--- src/rtl/bwba_pkg.sv ---
package bwba_pkg;

  localparam int unsigned AddrW = 64;
  localparam int unsigned CmdW = 2;
  localparam int unsigned CfgIdxW = 3;

  localparam logic [AddrW-1:0] LowGuard = 64'h0000_0000_0000_1000;

  localparam logic [CmdW-1:0] CMD_ALLOC   = 2'd0;
  localparam logic [CmdW-1:0] CMD_XLATE   = 2'd1;
  localparam logic [CmdW-1:0] CMD_RESTART = 2'd2;

  localparam logic [CfgIdxW-1:0] REG_MEM_BUS     = 3'd0;
  localparam logic [CfgIdxW-1:0] REG_MEM_PHYS    = 3'd1;
  localparam logic [CfgIdxW-1:0] REG_MEM_SIZE    = 3'd2;
  localparam logic [CfgIdxW-1:0] REG_MEM64_BUS   = 3'd3;
  localparam logic [CfgIdxW-1:0] REG_MEM64_PHYS  = 3'd4;
  localparam logic [CfgIdxW-1:0] REG_MEM64_SIZE  = 3'd5;

  typedef struct packed {
    logic load;
    logic step1;
    logic step2;
    logic step3;
    logic finish;
  } bwba_ctrl_t;

  typedef struct packed {
    logic out_blocked;
  } bwba_stat_t;

endpackage

--- src/rtl/bwba_ctrl.sv ---
module bwba_ctrl
  import bwba_pkg::*;
(
  input  logic       clk,
  input  logic       rst_n,
  input  logic       in_valid,
  output logic       in_ready,
  input  bwba_stat_t stat,
  output bwba_ctrl_t ctrl
);

  localparam logic [2:0] ST_IDLE = 3'd0;
  localparam logic [2:0] ST_S1   = 3'd1;
  localparam logic [2:0] ST_S2   = 3'd2;
  localparam logic [2:0] ST_S3   = 3'd3;
  localparam logic [2:0] ST_FIN  = 3'd4;

  logic [2:0] state_r;
  logic [2:0] state_nxt;

  assign in_ready = (state_r == ST_IDLE);

  always_comb begin
    state_nxt = state_r;
    ctrl = '0;
    unique case (state_r)
      ST_IDLE: begin
        if (in_valid) begin
          ctrl.load = 1'b1;
          state_nxt = ST_S1;
        end
      end
      ST_S1: begin
        ctrl.step1 = 1'b1;
        state_nxt = ST_S2;
      end
      ST_S2: begin
        ctrl.step2 = 1'b1;
        state_nxt = ST_S3;
      end
      ST_S3: begin
        ctrl.step3 = 1'b1;
        state_nxt = ST_FIN;
      end
      ST_FIN: begin
        // hold until the output register can take the result
        if (!stat.out_blocked) begin
          ctrl.finish = 1'b1;
          state_nxt = ST_IDLE;
        end
      end
      default: state_nxt = ST_IDLE;
    endcase
  end

  always_ff @(posedge clk) begin
    if (!rst_n) begin
      state_r <= ST_IDLE;
    end else begin
      state_r <= state_nxt;
    end
  end

endmodule

--- src/rtl/bwba_dp.sv ---
module bwba_dp
  import bwba_pkg::*;
(
  input  logic               clk,
  input  logic               rst_n,
  input  bwba_ctrl_t         ctrl,
  output bwba_stat_t         stat,
  input  logic [CmdW-1:0]    in_cmd,
  input  logic               in_want_mem64,
  input  logic [AddrW-1:0]   in_bar_size,
  input  logic [AddrW-1:0]   in_bus_addr,
  input  logic               cfg_we,
  input  logic [CfgIdxW-1:0] cfg_index,
  input  logic [AddrW-1:0]   cfg_data,
  output logic               out_valid,
  input  logic               out_ready,
  output logic               out_ok,
  output logic [AddrW-1:0]   out_address,
  output logic               out_window_used
);

  logic [AddrW-1:0] mem_bus_r, mem_phys_r, mem_size_r;
  logic [AddrW-1:0] m64_bus_r, m64_phys_r, m64_size_r;
  logic [AddrW-1:0] mem_off_r, mem_off_nxt;
  logic [AddrW-1:0] m64_off_r, m64_off_nxt;

  logic [CmdW-1:0]  cmd_r;
  logic             want_r;
  logic [AddrW-1:0] bar_r, bus_r;
  logic [AddrW-1:0] t_r, addr_r, end_r;

  logic             out_valid_r, out_valid_nxt;
  logic             out_ok_r, out_ok_nxt;
  logic [AddrW-1:0] out_addr_r, out_addr_nxt;
  logic             out_win_r, out_win_nxt;

  logic             use64;
  logic [AddrW-1:0] start_s, phys_s, size_s, off_s;
  logic             no_window, fits;

  assign use64   = want_r && (m64_size_r != '0);
  assign start_s = use64 ? m64_bus_r : mem_bus_r;
  assign phys_s  = use64 ? m64_phys_r : mem_phys_r;
  assign size_s  = use64 ? m64_size_r : mem_size_r;
  assign off_s   = use64 ? m64_off_r : mem_off_r;

  assign no_window = want_r && (m64_size_r == '0) && (mem_size_r == '0);
  assign fits      = !(end_r > size_s);

  assign stat.out_blocked = out_valid_r && !out_ready;

  always_ff @(posedge clk) begin
    if (!rst_n) begin
      mem_bus_r  <= '0;
      mem_phys_r <= '0;
      mem_size_r <= '0;
      m64_bus_r  <= '0;
      m64_phys_r <= '0;
      m64_size_r <= '0;
    end else if (cfg_we) begin
      unique case (cfg_index)
        REG_MEM_BUS:    mem_bus_r  <= cfg_data;
        REG_MEM_PHYS:   mem_phys_r <= cfg_data;
        REG_MEM_SIZE:   mem_size_r <= cfg_data;
        REG_MEM64_BUS:  m64_bus_r  <= cfg_data;
        REG_MEM64_PHYS: m64_phys_r <= cfg_data;
        REG_MEM64_SIZE: m64_size_r <= cfg_data;
        default: ;
      endcase
    end
  end

  // operand capture and the three add steps
  always_ff @(posedge clk) begin
    if (ctrl.load) begin
      cmd_r  <= in_cmd;
      want_r <= in_want_mem64;
      bar_r  <= in_bar_size;
      bus_r  <= in_bus_addr;
    end
    if (ctrl.step1) begin
      if (cmd_r == CMD_XLATE) t_r <= bus_r - start_s;
      else                    t_r <= start_s + off_s - {{(AddrW-1){1'b0}}, 1'b1};
    end
    if (ctrl.step2) begin
      if (cmd_r == CMD_XLATE) addr_r <= phys_s + t_r;
      else addr_r <= (t_r | (bar_r - {{(AddrW-1){1'b0}}, 1'b1}))
                     + {{(AddrW-1){1'b0}}, 1'b1};
    end
    if (ctrl.step3) begin
      end_r <= addr_r - start_s + bar_r;
    end
  end

  always_comb begin
    mem_off_nxt   = mem_off_r;
    m64_off_nxt   = m64_off_r;
    out_ok_nxt    = out_ok_r;
    out_addr_nxt  = out_addr_r;
    out_win_nxt   = out_win_r;
    out_valid_nxt = out_valid_r && !out_ready;
    if (ctrl.finish) begin
      out_valid_nxt = 1'b1;
      out_ok_nxt    = 1'b0;
      out_addr_nxt  = '0;
      out_win_nxt   = 1'b0;
      unique case (cmd_r)
        CMD_ALLOC: begin
          if (!no_window) begin
            out_win_nxt = use64;
            if (fits) begin
              out_ok_nxt   = 1'b1;
              out_addr_nxt = addr_r;
              if (use64) m64_off_nxt = end_r;
              else       mem_off_nxt = end_r;
            end
          end
        end
        CMD_XLATE: begin
          if (bus_r != '0) begin
            out_ok_nxt   = 1'b1;
            out_addr_nxt = addr_r;
            out_win_nxt  = use64;
          end
        end
        CMD_RESTART: begin
          out_ok_nxt  = 1'b1;
          mem_off_nxt = (mem_bus_r < LowGuard) ? LowGuard : '0;
          m64_off_nxt = (m64_bus_r < LowGuard) ? LowGuard : '0;
        end
        default: ;
      endcase
    end
  end

  always_ff @(posedge clk) begin
    if (!rst_n) begin
      out_valid_r <= 1'b0;
      mem_off_r   <= '0;
      m64_off_r   <= '0;
    end else begin
      out_valid_r <= out_valid_nxt;
      mem_off_r   <= mem_off_nxt;
      m64_off_r   <= m64_off_nxt;
    end
  end

  always_ff @(posedge clk) begin
    out_ok_r   <= out_ok_nxt;
    out_addr_r <= out_addr_nxt;
    out_win_r  <= out_win_nxt;
  end

  assign out_valid       = out_valid_r;
  assign out_ok          = out_ok_r;
  assign out_address     = out_addr_r;
  assign out_window_used = out_win_r;

endmodule

--- src/rtl/bar_window_bump_allocator_core.sv ---
// one item in flight: a new input is taken only in the idle state (capture); the
//   item then runs the three dependent 64-bit add steps S1, S2, S3 that share one
//   datapath, then FIN, which registers the result and holds while the last result waits on out_ready
// reset (rst_n low, synchronous): controller idle, output empty, window registers
//   and both allocation offsets cleared to zero
module bar_window_bump_allocator_core
  import bwba_pkg::*;
(
  input  logic               clk,
  input  logic               rst_n,
  input  logic               in_valid,
  output logic               in_ready,
  input  logic [CmdW-1:0]    in_cmd,
  input  logic               in_want_mem64,
  input  logic [AddrW-1:0]   in_bar_size,
  input  logic [AddrW-1:0]   in_bus_addr,
  input  logic               cfg_valid,
  output logic               cfg_ready,
  input  logic [CfgIdxW-1:0] cfg_index,
  input  logic [AddrW-1:0]   cfg_data,
  output logic               out_valid,
  input  logic               out_ready,
  output logic               out_ok,
  output logic [AddrW-1:0]   out_address,
  output logic               out_window_used
);

  bwba_ctrl_t ctrl;
  bwba_stat_t stat;

  assign cfg_ready = 1'b1;

  bwba_ctrl u_ctrl (
    .clk      (clk),
    .rst_n    (rst_n),
    .in_valid (in_valid),
    .in_ready (in_ready),
    .stat     (stat),
    .ctrl     (ctrl)
  );

  bwba_dp u_dp (
    .clk             (clk),
    .rst_n           (rst_n),
    .ctrl            (ctrl),
    .stat            (stat),
    .in_cmd          (in_cmd),
    .in_want_mem64   (in_want_mem64),
    .in_bar_size     (in_bar_size),
    .in_bus_addr     (in_bus_addr),
    .cfg_we          (cfg_valid && cfg_ready),
    .cfg_index       (cfg_index),
    .cfg_data        (cfg_data),
    .out_valid       (out_valid),
    .out_ready       (out_ready),
    .out_ok          (out_ok),
    .out_address     (out_address),
    .out_window_used (out_window_used)
  );

  // one item in flight at a time
  a_one_in_flight: assert property (@(posedge clk) disable iff (!rst_n)
    in_valid && in_ready |=> !in_ready)
    else $error("input taken while an item is in flight");

  // a failed command never reports an address
  a_fail_zero_addr: assert property (@(posedge clk) disable iff (!rst_n)
    out_valid && !out_ok |-> out_address == '0)
    else $error("failed result carries an address");

  // a new result only appears while the controller is busy finishing
  a_result_from_work: assert property (@(posedge clk) disable iff (!rst_n)
    $rose(out_valid) |-> $past(!in_ready))
    else $error("result produced without a pending item");

endmodule

--- config.mk ---
export PLATFORM = sky130hd
export DESIGN_NAME = bar_window_bump_allocator_core
export DESIGN_NICKNAME = d
export VERILOG_FILES = /design/src/rtl/bwba_pkg.sv /design/src/rtl/bwba_ctrl.sv /design/src/rtl/bwba_dp.sv /design/src/rtl/bar_window_bump_allocator_core.sv
export SDC_FILE = /design/constraint.sdc
export NUM_CORES = 2
export LEC_CHECK = 0
export ABC_AREA = 0
export BUFFER_PORTS_ARGS = -buffer_cell sky130_fd_sc_hd__buf_4
export CORE_MARGIN = 2
export CORE_UTILIZATION = 35
export CTS_BUF_LIST = sky130_fd_sc_hd__clkbuf_8
export CTS_CLUSTER_SIZE = 20
export DETAILED_ROUTE_END_ITERATION = 7
export PLACE_DENSITY = 0.54
export RECOVER_POWER = 50
export REMOVE_ABC_BUFFERS = 1
export SLEW_MARGIN = 15
export SYNTH_ARGS = -nofsm -noshare
export SYNTH_HDL_FRONTEND = slang
export SYNTH_SLANG_ARGS = --single-unit
--- constraint.sdc ---
create_clock -name clk -period 5.49 [get_ports clk]
set_input_delay 0.8235 -clock clk [delete_from_list [all_inputs] [get_ports clk]]
set_output_delay 0.8235 -clock clk [all_outputs]
set_load 0.02 [all_outputs]
# --- Word level (Yosys, flattened, before mapping) ---
# Cells that the tools add are included.
word_totals:
  ff_bits: 905
  wordCells: 109
  inputBits: 203
classes:
  muxes: 38
  n_bitwise: 1
  magnitude_cmp: 3
  add_sub_neg: 8
  reduce_logical: 22
  eq_ne: 17
ops:
  columns: ["cell", "count"]
  rows:
  - ["$mux W64", 15]
  - ["$pmux W64 S2", 3]
  - ["$add A64 B64 Y64", 3]
  - ["$logic_not A64 Y1", 2]
  - ["$lt A64 B13 Y1 const B", 2]
  - ["$reduce_bool A64 Y1", 2]
  - ["$sub A64 B1 Y64 const B", 2]
  - ["$sub A64 B64 Y64", 2]
  - ["$add A64 B1 Y64 const B", 1]
  - ["$gt A64 B64 Y1", 1]
  - ["$or A64 B64 Y64", 1]
  - ["$mux W13", 2]
  - ["$pmux W3 S5", 1]
  - ["$reduce_and A2 Y1", 7]
  - ["$mux W1", 13]
  - ["$eq A3 B2 Y1 const B", 4]
  - ["$ne A2 B2 Y1 const B", 5]
  - ["$reduce_and A5 Y1", 2]
  - ["$eq A3 B3 Y1 const B", 3]
  - ["$eq A3 B1 Y1 const B", 2]
  - ["$logic_not A3 Y1", 2]
  - ["$mux W3", 2]
  - ["$logic_and A1 B1 Y1", 4]
  - ["$pmux W1 S3", 1]
  - ["other kinds (7)", 7]

# --- Logic depth before layout (Yosys ltp) ---
logic_depth:
  ltp_word: 7
  mapped_depth: 25

# --- By module ---
# Synthesis repeated with hierarchy kept, for this count alone.
hier_totals:
  hier_cells: 6319
  area_unflattened_um2: 56096.3
by_module_without_submodules:
  columns: ["mod", "area_per_inst_um2", "n_inst", "cells_each", "seq_area_each_um2"]
  rows:
  - ["bwba_dp", 55899.9, 1, 6299, 21951.1]
  - ["bwba_ctrl", 185.2, 1, 18, 60.1]
  - ["bar_window_bump_allocator_core", 11.3, 1, 2, 0.0]

# --- Least setup slack after synthesis ---
# No wires, ideal clock.
synth_timing:
  path_kind: "reg-to-reg"
  start: "register u_ctrl.state_r[0]"
  end: "register u_dp.t_r[0] (enable)"
  path_slack_ns: -0.212
  arrival_ns: 5.124
  stages_incl_launch_ff: 2
  n_path_buf: 0
  cell_sequence: "dfxtp_1 > nor3b_1"
synth_between:
  elab_chain_len: 2
synth_rtl:
  columns: ["element", "line", "source"]
  rows:
  - ["start: declaration", "bwba_ctrl.sv:18", "logic [2:0] state_r;"]
  - ["start signal: assignment", "bwba_ctrl.sv:60", "state_r <= state_nxt;"]
  - ["$eq A3 B1 Y1", "bwba_ctrl.sv:26", "unique case (state_r)"]
  - ["$mux W1", "bwba_ctrl.sv:26", null]
  - ["end signal: assignment", "bwba_dp.sv:82", "if (cmd_r == CMD_XLATE) t_r <= bus_r - start_s;"]
  - ["end signal: assignment", "bwba_dp.sv:83", "else t_r <= start_s + off_s - {{(AddrW-1){1'b0}}, 1'b1};"]
  - ["end: declaration", "bwba_dp.sv:30", "logic [AddrW-1:0] t_r, addr_r, end_r;"]
# Every way passes these cells.
# A chain may end at the register's enable or synchronous reset.

# --- Worst setup path in the final report ---
layout_timing:
  start: "register u_dp.m64_size_r[23]"
  end: "register u_dp.t_r[56] (data pin)"
layout_between:
  elab_chain_len: 6
  word_cells_on_any_way: 8
  cone_classes: "add/sub (3); mux (3); reduce/logical (2)"
layout_rtl:
  columns: ["element", "line", "source"]
  rows:
  - ["start: declaration", "bwba_dp.sv:23", "logic [AddrW-1:0] m64_bus_r, m64_phys_r, m64_size_r;"]
  - ["start signal: assignment", "bwba_dp.sv:67", "REG_MEM64_SIZE: m64_size_r <= cfg_data;"]
  - ["$reduce_bool A64 Y1 *", "bwba_dp.sv:41", "assign use64 = want_r && (m64_size_r != '0);"]
  - ["$logic_and A1 B1 Y1 *", "bwba_dp.sv:41", null]
  - ["$mux W64, on equally long branches", "bwba_dp.sv:42, bwba_dp.sv:45", null]
  - ["$add A64 B64 Y64", "bwba_dp.sv:83", null]
  - ["$sub A64 B1 Y64", "bwba_dp.sv:83", null]
  - ["$mux W64 *", "bwba_dp.sv:82", null]
# Every way passes the cells marked *; elsewhere a longest branch is shown, timed or not.

==> impl_metrics.env <==
export IMPL_critical_path_max_stage_delay_ns=0.59
export IMPL_hold_path_startpoint="in_bar_size[13]"
export IMPL_grt_pass1_wl_um=361000
export IMPL_power_switching_mw=8.09
export IMPL_overall_via_count_from_detail_route=56600
export IMPL_period_share=1.02
export IMPL_synth_edf_count=389
export IMPL_post_place_cells=9820
export IMPL_path_common_cell="sky130_fd_sc_hd__buf_4"
export IMPL_clk_root_buf="sky130_fd_sc_hd__clkbuf_8"
export IMPL_ys_seq_elements=905
export IMPL_synth_sequential_area_ratio=0.386
export IMPL_place_congestion=0.978
export IMPL_slew_limit_headroom=-1.83
export IMPL_r2r_worst_path_cells=26
export IMPL_finalHoldViolCount=0
export IMPL_drt_antenna_violating_nets=0
export IMPL_fin_cells=10300
export IMPL_clock_path_buffers=3
export IMPL_sequentialPowerShare=0.339
export IMPL_flow_area_growth_from_synthesis_pct=37.4
export IMPL_fin_crit_ns=5.63
export IMPL_slowest_stage="sky130_fd_sc_hd__or4_4"
export IMPL_first_global_vias=54700
export IMPL_fin_worst_skew_ns=0.0816
export IMPL_drt_wl_total_um=252000
export IMPL_tritoncts="yes"
export IMPL_timing_hold_worst_path_depth=1
export IMPL_cts_sink_count=905
export IMPL_grt_max_degree=137
export IMPL_rr_endpoint="u_dp.t_r[56]$_DFFE_PP_"
export IMPL_asyncSetResetFlopFracSynth=0
export IMPL_rsz0062_at_grt="yes"
export IMPL_post_route_cells_drive_above_1_share=0.281
export IMPL_tritoncts_num_buffers=168
export IMPL_grt_antenna_before_repair=9
export IMPL_worst_skew_pair_late_latency_ns=0.99
export IMPL_rr_startpoint="u_dp.m64_size_r[23]$_SDFFE_PN0P_"
export IMPL_drt_first_pass_iters=7
export IMPL_number_of_drc_markers_after_the_initial_detailed_route_iteration=5146
export IMPL_timing_critical_path_required_ns=6.23
export IMPL_design_portCount=272
export IMPL_hpwlAfterDp_um=190000
export IMPL_finalSetupViolations=21
export IMPL_nets_finish=8652
export IMPL_port_buffers=270
export IMPL_switching_share=0.347
export IMPL_setup_tns_final_ns=-1.41
export IMPL_max_slew_vio_count=839
export IMPL_synth_cell_type_count=85
export IMPL_ir_drop_mv=0.209
export IMPL_drt_vias_per_instance=5.49
export IMPL_violations="capacitance limit, slew limit, setup timing"
export IMPL_clkSlewWorstSetupHoldPaths_ns=0.06
export IMPL_overflow=0
export IMPL_finalPower_mw=23.3
export IMPL_static_leakage_nw=32.5
export IMPL_layout_common_cells="1258 x sky130_fd_sc_hd__buf_4, 983 x sky130_fd_sc_hd__nand2_1, 821 x sky130_fd_sc_hd__a21oi_1"
export IMPL_power_combinational_fraction=0.349
export IMPL_transition_time_of_the_tightest_slew_check_pin_ns=4.24
export IMPL_power_per_unit_of_standard_cell_area_mw_per_mm2=297
export IMPL_worstSetupEndpointType="flip-flop"
export IMPL_ff2ff_setup_slack_ns=-0.14
export IMPL_cap_violations=13
export IMPL_grt_util_all_layers=0.291
export IMPL_floorplan_initialDensity=0.351
export IMPL_final_hold_worst_slack_ns=0.0942
export IMPL_final_setup_worst_slack_ns=-0.136
export IMPL_pre_cts_ws_ns=-1.34
export IMPL_die_height_um=408
export IMPL_layout_cells_most_common="sky130_fd_sc_hd__buf_4"
export IMPL_die_width_um=408
export IMPL_floorplan_die_area_mm2=0.166
export IMPL_synth_avg_cell_area_um2=8.66
export IMPL_htreeDepth=4
export IMPL_route_detailed_wl_per_inst_um=24.4
export IMPL_min_path_type="in -> reg"
export IMPL_top_ff_cell_synth="sky130_fd_sc_hd__dfxtp_1"
export IMPL_critical_path_peak_fanout=7
export IMPL_arrival_ns=6.37
export IMPL_synth_area_mm2=0.0570
export IMPL_f_max_mhz=178
export IMPL_drt_drc_violations_left=0
export IMPL_setup_worst_path_start_class="flip-flop"
export IMPL_whs_endpoint="u_dp.bar_r[13]$_DFFE_PP_"
export IMPL_cellInternalPower_mw=15.2
export IMPL_startpoint="u_dp.m64_size_r[23]$_SDFFE_PN0P_"
export IMPL_synthesis_instances=6588
export IMPL_rows=148
export IMPL_fp_coreArea_mm2=0.162
export IMPL_outcome="complete, but fails checks"
export IMPL_power_clock_fraction=0.312
export IMPL_crit_type="reg -> reg"
export IMPL_synth_warnings=0
==> area by class of cell <==
cell class / count / area, um2
diodes: 2 / 5.00
clock buffers: 197 / 2710
clock inverters: 119 / 971
fillers: 15600 / 84000
inverters: 447 / 1690
multi-input cells: 4884 / 35300
flip-flops and latches: 905 / 22000
well taps: 2175 / 2720
repair buffers: 1596 / 13000
==> cell usage after synthesis, drive strengths merged, types with 10 or more instances <==
cell type | number | share of area
a2111oi | 14 | 0.0022
a211oi | 17 | 0.0023
a21boi | 11 | 0.0014
a21o | 196 | 0.026
a21oi | 885 | 0.078
a221oi | 13 | 0.0020
a31o | 15 | 0.0023
a31oi | 39 | 0.0043
a41oi | 11 | 0.0017
and2 | 78 | 0.0086
and3 | 39 | 0.0043
and4 | 12 | 0.0018
buf | 38 | 0.0030
clkbuf | 314 | 0.021
dfxtp | 516 | 0.18
edfxtp | 389 | 0.20
fa | 66 | 0.023
ha | 381 | 0.084
inv | 447 | 0.029
mux2 | 70 | 0.014
mux2i | 214 | 0.038
nand2 | 994 | 0.065
nand2b | 49 | 0.0054
nand3 | 141 | 0.012
nand3b | 10 | 0.0013
nand4 | 151 | 0.017
nor2 | 258 | 0.017
nor2b | 49 | 0.0054
nor3 | 103 | 0.0090
nor4 | 140 | 0.016
o211ai | 84 | 0.011
o21a | 49 | 0.0064
o21ai | 249 | 0.022
o21bai | 51 | 0.0067
o31a | 15 | 0.0023
o31ai | 21 | 0.0028
or3 | 31 | 0.0035
or4 | 18 | 0.0025
xnor2 | 173 | 0.027
xor2 | 125 | 0.019
==> registers in the layout, summed over array words and instances (netlist names), 2 cells and up <==
signal and count:
u_dp.mem_phys_r 64, u_dp.cmd_r 2, u_dp.bus_r 64, u_dp.m64_bus_r 64, u_dp.bar_r 64, u_dp.m64_size_r 64, u_ctrl.state_r 3, u_dp.addr_r 64
u_dp.out_address 64, u_dp.m64_phys_r 64, u_dp.t_r 64, u_dp.m64_off_r 64, u_dp.end_r 64, u_dp.mem_bus_r 64, u_dp.mem_off_r 64, u_dp.mem_size_r 64
==> metal layers <==
layer | vias up | wire length (um) | track usage
met3 | 446 | 19800 | 0.0543
met2 | 2186 | 110000 | 0.444
met4 | 4 | 10200 | 0.111
met1 | 27700 | 113000 | 0.406
li1 | 26300 | - | -
met5 | - | 23 | 0
==> metrics by stage <==
| step | util | instance area (um2) |
|---|---|---|
| finish | 0.483 | 78400 |
| floorplan | - | 55700 |
| global route | 0.483 | 78400 |
| global placement | 0.428 | 69500 |
| detailed placement | 0.428 | 69500 |
| CTS | 0.465 | 75600 |
==> power groups by stage <==
stage	sequential, mW	clock (mW)	combinational, mW
2_1_floorplan	7.84	0	3.91
3_3_place_gp	8.00	0	6.86
3_5_place_dp	8.00	0	6.85
4_1_cts	7.86	7.36	7.33
5_1_grt	7.90	7.66	8.68
6_report	7.90	7.26	8.13
==> logic make-up (layout without fill, tap and decap cells) <==
kind of cell	after synthesis	in the layout	share of synthesized area
mux	284	284	0.0514
simple gates	2115	2115	0.176
buf+inv	799	2359	0.0531
other cells	1	3	0.0000657
fa+ha+maj	447	447	0.107
flops	905	905	0.386
compound gates	1739	1739	0.181
xor+xnor	298	298	0.0459
==> timing repair <==
action | in CTS | in global routing
endpoints found under the hold margin | 105 | 0
buffers inserted | 26 | 56
pin swaps | 57 | 196
cloned | 4 | 8
hold buffers | 105 | 0
setup endpoints to repair | 307 | 275
resized for setup | 203 | 460
==> critical path: cells and delay by family, from the launching register on <==
family / cells / cell delay, ns
buffers and inverters: 9 / 1.58
and+or+nand+nor: 8 / 1.85
DFF: 1 / 0.33
adders and majority gates: 1 / 0.27
xor gates and xnor gates: 1 / 0.15
AOI/OAI and AO/OA: 5 / 0.84
muxes: 2 / 0.34
==> worst max-delay path by stage <==
stage	to	slack (ns)	cells after the start
6_report	u_dp.t_r[56]$_DFFE_PP_	-0.14	26
5_1_grt	u_dp.end_r[58]$_DFFE_PP_	-0.28	27
4_1_cts	u_dp.t_r[62]$_DFFE_PP_	-0.17	28
3_5_place_dp	u_dp.end_r[62]$_DFFE_PP_	-1.34	24
3_3_place_gp	u_dp.addr_r[61]$_DFFE_PN_	-1.23	25
2_1_floorplan	u_dp.m64_off_r[0]$_SDFFE_PN0P_	-18.34	7
Power figures use the tool's default switching activity.
